File: src/rtl/core/oast_pkg.sv
package oast_pkg;

   localparam int Capacity = 64;
   localparam int MaxNameBytes = 32;
   localparam int IdxW = $clog2(Capacity);
   localparam int CntW = IdxW + 1;
   localparam int StepW = IdxW + 1;

   localparam logic [2:0] ST_FOUND = 3'd0;
   localparam logic [2:0] ST_UPDATED = 3'd1;
   localparam logic [2:0] ST_INSERTED = 3'd2;
   localparam logic [2:0] ST_NOT_FOUND = 3'd3;
   localparam logic [2:0] ST_FULL = 3'd4;

   localparam logic CMD_LOOKUP = 1'b0;
   localparam logic CMD_REGISTER = 1'b1;

   typedef struct packed {
      logic        command;
      logic [31:0] key_hash;
      logic [5:0]  name_length;
      logic [63:0] name_word0;
      logic [63:0] name_word1;
      logic [63:0] name_word2;
      logic [63:0] name_word3;
      logic [31:0] native_handle;
      logic [31:0] intrinsic_handle;
      logic        batch_last;
   } req_type;

   typedef struct packed {
      logic [2:0]  status;
      logic [5:0]  slot_index;
      logic [31:0] found_native;
      logic [31:0] found_intrinsic;
      logic        batch_done;
   } rsp_type;

   // controller -> datapath
   typedef struct packed {
      logic load;     // capture request, set first probe index
      logic rd;       // issue slot read at probe index
      logic advance;  // step probe index
      logic wr_upd;   // write handles
      logic wr_ins;   // write full entry
      logic finish;   // build response
      logic [2:0] status;
   } cmd_type;

   // datapath -> controller
   typedef struct packed {
      logic is_cmd_reg;
      logic empty;
      logic hit;
      logic full;
      logic last_try;
   } sts_type;

   function automatic logic [63:0] byte_mask(input logic [5:0] len, input int w);
      logic [63:0] m;
      m = '0;
      for (int b = 0; b < 8; b++)
         if (32'(len) > 32'(w * 8 + b)) m[b*8 +: 8] = 8'hff;
      return m;
   endfunction

endpackage

File: src/rtl/core/oast_ctrl.sv
module oast_ctrl (
   input  logic              clock,
   input  logic              reset,
   input  logic              req_valid,
   output logic              req_stall,
   output logic              rsp_valid,
   input  logic              rsp_stall,
   input  oast_pkg::sts_type sts,
   output oast_pkg::cmd_type cmd
);
   typedef enum logic [4:0] {
      S_IDLE  = 5'b00001,
      S_READ  = 5'b00010,
      S_CHECK = 5'b00100,
      S_DONE  = 5'b01000,
      S_OUT   = 5'b10000
   } state_type;

   state_type state_ff, state_in;
   logic [2:0] status;

   always_comb begin
      state_in = state_ff;
      cmd = '0;
      status = oast_pkg::ST_NOT_FOUND;
      req_stall = 1'b1;
      rsp_valid = 1'b0;
      unique case (state_ff)
         S_IDLE: begin
            req_stall = 1'b0;
            if (req_valid) begin
               cmd.load = 1'b1;
               state_in = S_READ;
            end
         end
         S_READ: begin
            cmd.rd = 1'b1;
            state_in = S_CHECK;
         end
         S_CHECK: begin
            priority if (sts.hit) begin
               status = sts.is_cmd_reg ? oast_pkg::ST_UPDATED : oast_pkg::ST_FOUND;
               cmd.wr_upd = sts.is_cmd_reg;
               state_in = S_DONE;
            end else if (sts.empty) begin
               if (!sts.is_cmd_reg) status = oast_pkg::ST_NOT_FOUND;
               else if (sts.full) status = oast_pkg::ST_FULL;
               else begin
                  status = oast_pkg::ST_INSERTED;
                  cmd.wr_ins = 1'b1;
               end
               state_in = S_DONE;
            end else if (sts.last_try) begin
               status = sts.is_cmd_reg ? oast_pkg::ST_FULL : oast_pkg::ST_NOT_FOUND;
               state_in = S_DONE;
            end else begin
               cmd.advance = 1'b1;
               state_in = S_READ;
            end
            cmd.finish = (state_in == S_DONE);
            cmd.status = status;
         end
         S_DONE: state_in = S_OUT;
         S_OUT: begin
            rsp_valid = 1'b1;
            if (!rsp_stall) state_in = S_IDLE;
         end
         default: state_in = S_IDLE;
      endcase
   end

   always_ff @(posedge clock) begin
      if (reset) state_ff <= S_IDLE;
      else state_ff <= state_in;
   end
endmodule

File: config.mk
export PLATFORM = sky130hd
export DESIGN_NAME = oast_ctrl
export DESIGN_NICKNAME = d
export VERILOG_FILES = /design/src/rtl/core/oast_pkg.sv /design/src/rtl/core/oast_ctrl.sv
export SDC_FILE = /design/constraint.sdc
export NUM_CORES = 1
export LEC_CHECK = 0
export BUFFER_PORTS_ARGS = -buffer_cell sky130_fd_sc_hd__buf_2
export CAP_MARGIN = 5
export CORE_AREA = 8 8 45 47
export CTS_CLUSTER_SIZE = 24
export DETAILED_ROUTE_END_ITERATION = 10
export DIE_AREA = 0 0 53 55
export PLACE_DENSITY = 0.64
export REMOVE_ABC_BUFFERS = 1
export SYNTH_ARGS = -nofsm -noshare
export SYNTH_HDL_FRONTEND = slang
export SYNTH_SLANG_ARGS = --single-unit
File: constraint.sdc
create_clock -name clock -period 2 [get_ports clock]
set_input_delay 0.4 -clock clock [delete_from_list [all_inputs] [get_ports clock]]
set_output_delay 0.4 -clock clock [all_outputs]
set_load 0.005 [all_outputs]
; Yosys cells after proc, flatten, opt, wreduce, memory -nomap -nowiden
; Cells that the tools add are included.
[totals]
reg_bits = 5
output_inout_bits = 11
[op_classes]
eq_ne = 8
muxes = 28
reduce_logical = 1
[op_table]
columns = cell, n
row1 = 5-bit case mux with 5 select lines, 1
row2 = 3-bit two-way mux, 6
row3 = 5-bit two-way mux, 3
row4 = 1-bit two-way mux, 14
row5 = 4-bit two-way mux, 3
row6 = "5-bit by 4-bit == test with 1-bit output, second input constant", 2
row7 = 7-bit two-way mux, 1
row8 = "5-bit by 1-bit == test with 1-bit output, second input constant", 1
row9 = "5-bit by 2-bit == test with 1-bit output, second input constant", 1
row10 = "5-bit by 3-bit == test with 1-bit output, second input constant", 1
row11 = "5-bit == test, second input constant", 1
row12 = "2-bit inequality test, second input constant", 2
row13 = 2-bit AND reduction, 1

; Logic depth before layout (Yosys ltp)
[logic_depth]
word_depth = 6
depth_mapped = 4

; Least setup slack after synthesis
; OpenSTA, ideal clock, no wires.
[synth_path]
path_type = flip-flop to output port
startpoint = reg state_ff[1]
endpoint = out cmd[4] (netlist name)
t_arrival_ns = 1.150
required_time_ns = 1.600
path_slack_ns = 0.450
stages_incl_launch_ff = 5
path_buffers = 1
path_cell_list = dfxtp_1 -> clkbuf_1 -> nor2_1 -> nand3_1 -> nor4b_1
[synth_lines]
columns = item, line_no
row1 = from (decl), oast_ctrl.sv:19  ; state_type state_ff, state_in;
row2 = from (signal assigned), oast_ctrl.sv:74  ; else state_ff <= state_in;
row3 = to (decl), oast_ctrl.sv:9  ; output oast_pkg::cmd_type cmd

; Worst setup path in the final report
[layout_path]
startpoint = reg state_ff[2]
endpoint = out req_stall
[layout_between]
elab_chain_cells = 2
[layout_lines]
columns = item, line_no
row1 = 5-bit by 1-bit == test with 1-bit output, oast_ctrl.sv:28  ; unique case (state_ff)
row2 = 1-bit two-way mux, oast_ctrl.sv:28
row3 = to (decl), oast_ctrl.sv:5  ; output logic req_stall,
; No other way between the ends.

==> results.json <==
{
  "dr_total_vias": 494,
  "clkSlewWorstSetupHoldPaths_ns": 0.05,
  "viasPerCell": 5.49,
  "yosys_warnings": 0,
  "syn2layout_area_growth_pct": 39.6,
  "grt_pass1_vias": 464,
  "fmax_mhz": 516,
  "final_cell_mix": "buf_2 (19), nor2_1 (6), nor3_1 (5), dfxtp_1 (5), inv_1 (4)",
  "io_buffers": 19,
  "dp_cells": 86,
  "use_met2": 0.160,
  "critPathMostFrequentCell": "or3_4",
  "grt_start_max_net_pins": 11,
  "track_usage": 0.0922,
  "dr.pass1.iters": 5,
  "syn-cell-area_um2": 395,
  "synth_top_family_by_area": "simple AND/OR/NAND/NOR gates",
  "crit_slowest_cell": "or3_4",
  "synth.distinct_cells": 28,
  "start_util": 0.286,
  "setup_ws_ns": 0.0609,
  "yosys.area_share.simple": 0.465,
  "fin_hold_ws_ns": 0.391,
  "muxShareOfSynthArea": 0.0253,
  "rsz0062_at_grt": "false",
  "wl_per_cell_um": 14.0,
  "antenna_found_initial": 0,
  "grt-ovfl-total": 0,
  "fp.coreArea_um2": 1380,
  "arrival_ns": 1.54,
  "cts_buffers": 3,
  "synthAdderAreaFrac": 0,
  "cts_sinks": 5,
  "cp-endpoint": "req_stall",
  "tns_ns": 0,
  "period_needed_ns": 1.94,
  "hold_class": "in2reg",
  "drc": 0,
  "netlist_instances": 52,
  "tightest_slew_ns": 0.342,
  "final_common_cell": "buf_2",
  "synth_xor_xnor_area_share": 0.0222,
  "cts_tree": "built",
  "regToRegStartpoint": "state_ff[2]",
  "cp_max_fo": 7,
  "p_leak_uw": 0.000262,
  "clk_latency_ns": 0.24,
  "io_pins": 20,
  "avgSynthCellArea_um2": 7.60,
  "antenna_cells": 0,
  "synth_compound_area_frac": 0.187,
  "seq_area_um2": 100,
  "postCtsSetupRepairBufs": 0,
  "drive_above_1_share": 0.392,
  "cts_max_level": 1,
  "rr_worst_depth": 3,
  "die_width_um": 53,
  "dp_slack_ns": 0.276,
  "critPathLaunch": "state_ff[2]",
  "drt-initial-drc-count": 13,
  "utilization": 0.399,
  "reg2reg_to": "state_ff[4]",
  "grt_pass1_wl_um": 2000,
  "wl_um": 1260,
  "drv_cap": 0,
  "worst_ir_drop_vdd_mv": 0.157,
  "synth-seq-cells": 5,
  "stdcell_count": 90,
  "setup_viol": 0,
  "die-area_um2": 2920,
  "cts_root_buffer": "clkbuf_4",
  "p_per_area_nw_per_um2": 595,
  "nets": 84,
  "top_usage_layer": "met2",
  "dieHeight_um": 55,
  "met3_usage": 0.0241,
  "largest-register": "state_ff",
  "finClkSkew_ns": 0.00461,
  "cp-end-kind": "output pin",
  "std_cell_rows": 14,
  "status": "complete, no violations",
  "final_hold_viol_count": 0,
  "multi_input_area_um2": 295,
  "nFillCells": 149,
  "rrSetupSlack_ns": 0.47,
  "postCtsHoldBufs": 0,
  "finalCritPeriodShare": 0.970,
  "cp_cell_sequence": "or3_4 -> or3_4 -> buf_2",
  "postRouteAntennaNets": 0,
  "cpPeakStageDelay_ns": 0.42,
  "maxSlewViolCount": 0,
  "ctsLongestPathBuffers": 2,
  "use_met1": 0.0953,
  "ys_seq_area_frac": 0.253,
  "hpwlAfterDp_um": 936,
  "start_kind": "flip-flop",
  "crit_type": "reg2out",
  "relSlewSlack": 0.772,
  "reg.largest.list": "state_ff x5",
  "largest_reg_flops": 5,
  "gp_congestion": 0.804,
  "critPathRequiredTime_ns": 1.60
}
[worst min path at each step]
stage | endpoint | slack, ns | cells after the start | start
CTS | state_ff[3] | 0.39 | 2 | reset
floorplan | state_ff[3] | 0.48 | 1 | reset
global route | state_ff[3] | 0.39 | 2 | reset
detailed placement | state_ff[1] | 0.60 | 2 | state_ff[0]
global placement | state_ff[1] | 0.60 | 2 | state_ff[0]
finish | state_ff[3] | 0.39 | 2 | reset
[critical path: cells and delay by family, from the launching register on]
family / cells / cell delay (ns)
buf+inv: 1 / 0.14
flops: 1 / 0.37
simple gates: 2 / 0.78
[logic make-up (layout without fill, tap and decap cells)]
group                  Yosys count  count (layout)
AO/OA/AOI/OAI                    9               9
XOR/XNOR                         1               1
buffers and inverters            5              27
flip-flops                       5               5
multiplexers                     1               1
AND/OR/NAND/NOR                 31              31
[routing by layer]
metal,share of wire,wire length [um],up-vias
li1,-,-,239
met1,0.41,516,220
met2,0.48,608,33
met3,0.099,125,2
met4,0.0087,11,0
met5,0,0,-
[power by group]
group | total [uW] | leakage (uW) | internal, uW | switching, uW
clock | 119 | 0.0000150 | 75.6 | 43.5
combinational | 87.5 | 0.000206 | 45.3 | 42.2
sequential | 122 | 0.0000408 | 107 | 14.9
total | 329 | 0.000262 | 228 | 101
[through the flow]
step                      area (um2)  power, uW
after floorplan                  392        172
after global placement           507        204
after detailed placement         507        204
after CTS                        533        326
after global routing             552        349
final                            552        329
[cells in the mapped netlist, drive strengths merged]
master | n | area (um2)
nor2 | 7 | 26.3
dfxtp | 5 | 100
nor3 | 5 | 25.0
inv | 4 | 15.0
nand2b | 3 | 18.8
and2 | 2 | 12.5
nand2 | 2 | 7.51
nor4b | 2 | 17.5
o21ai | 2 | 10.0
or3 | 2 | 22.5
a211oi | 1 | 7.51
a21oi | 1 | 5.00
a221o | 1 | 10.0
a221oi | 1 | 15.0
a22oi | 1 | 7.51
and3 | 1 | 6.26
clkbuf | 1 | 3.75
mux2i | 1 | 10.0
nand3 | 1 | 5.00
nand3b | 1 | 7.51
nand4 | 1 | 6.26
nand4b | 1 | 8.76
nor2b | 1 | 6.26
nor3b | 1 | 7.51
nor4 | 1 | 6.26
o211ai | 1 | 7.51
o221a | 1 | 11.3
xor2 | 1 | 8.76
[repair_timing]
action                                  CTS  global route
gates resized for setup                   0             4
endpoints found under the setup margin    0             2
hold endpoints to repair                  0             0
[area by class of cell]
class                      instances  share of cell area
tap                               16              0.0363
inverter                           4              0.0272
clock buffer                       4              0.0476
multi-input combinational         42               0.535
timing repair buffer              19               0.172
sequential                         5               0.181
Note: power is estimated with default switching activity, not from simulation.
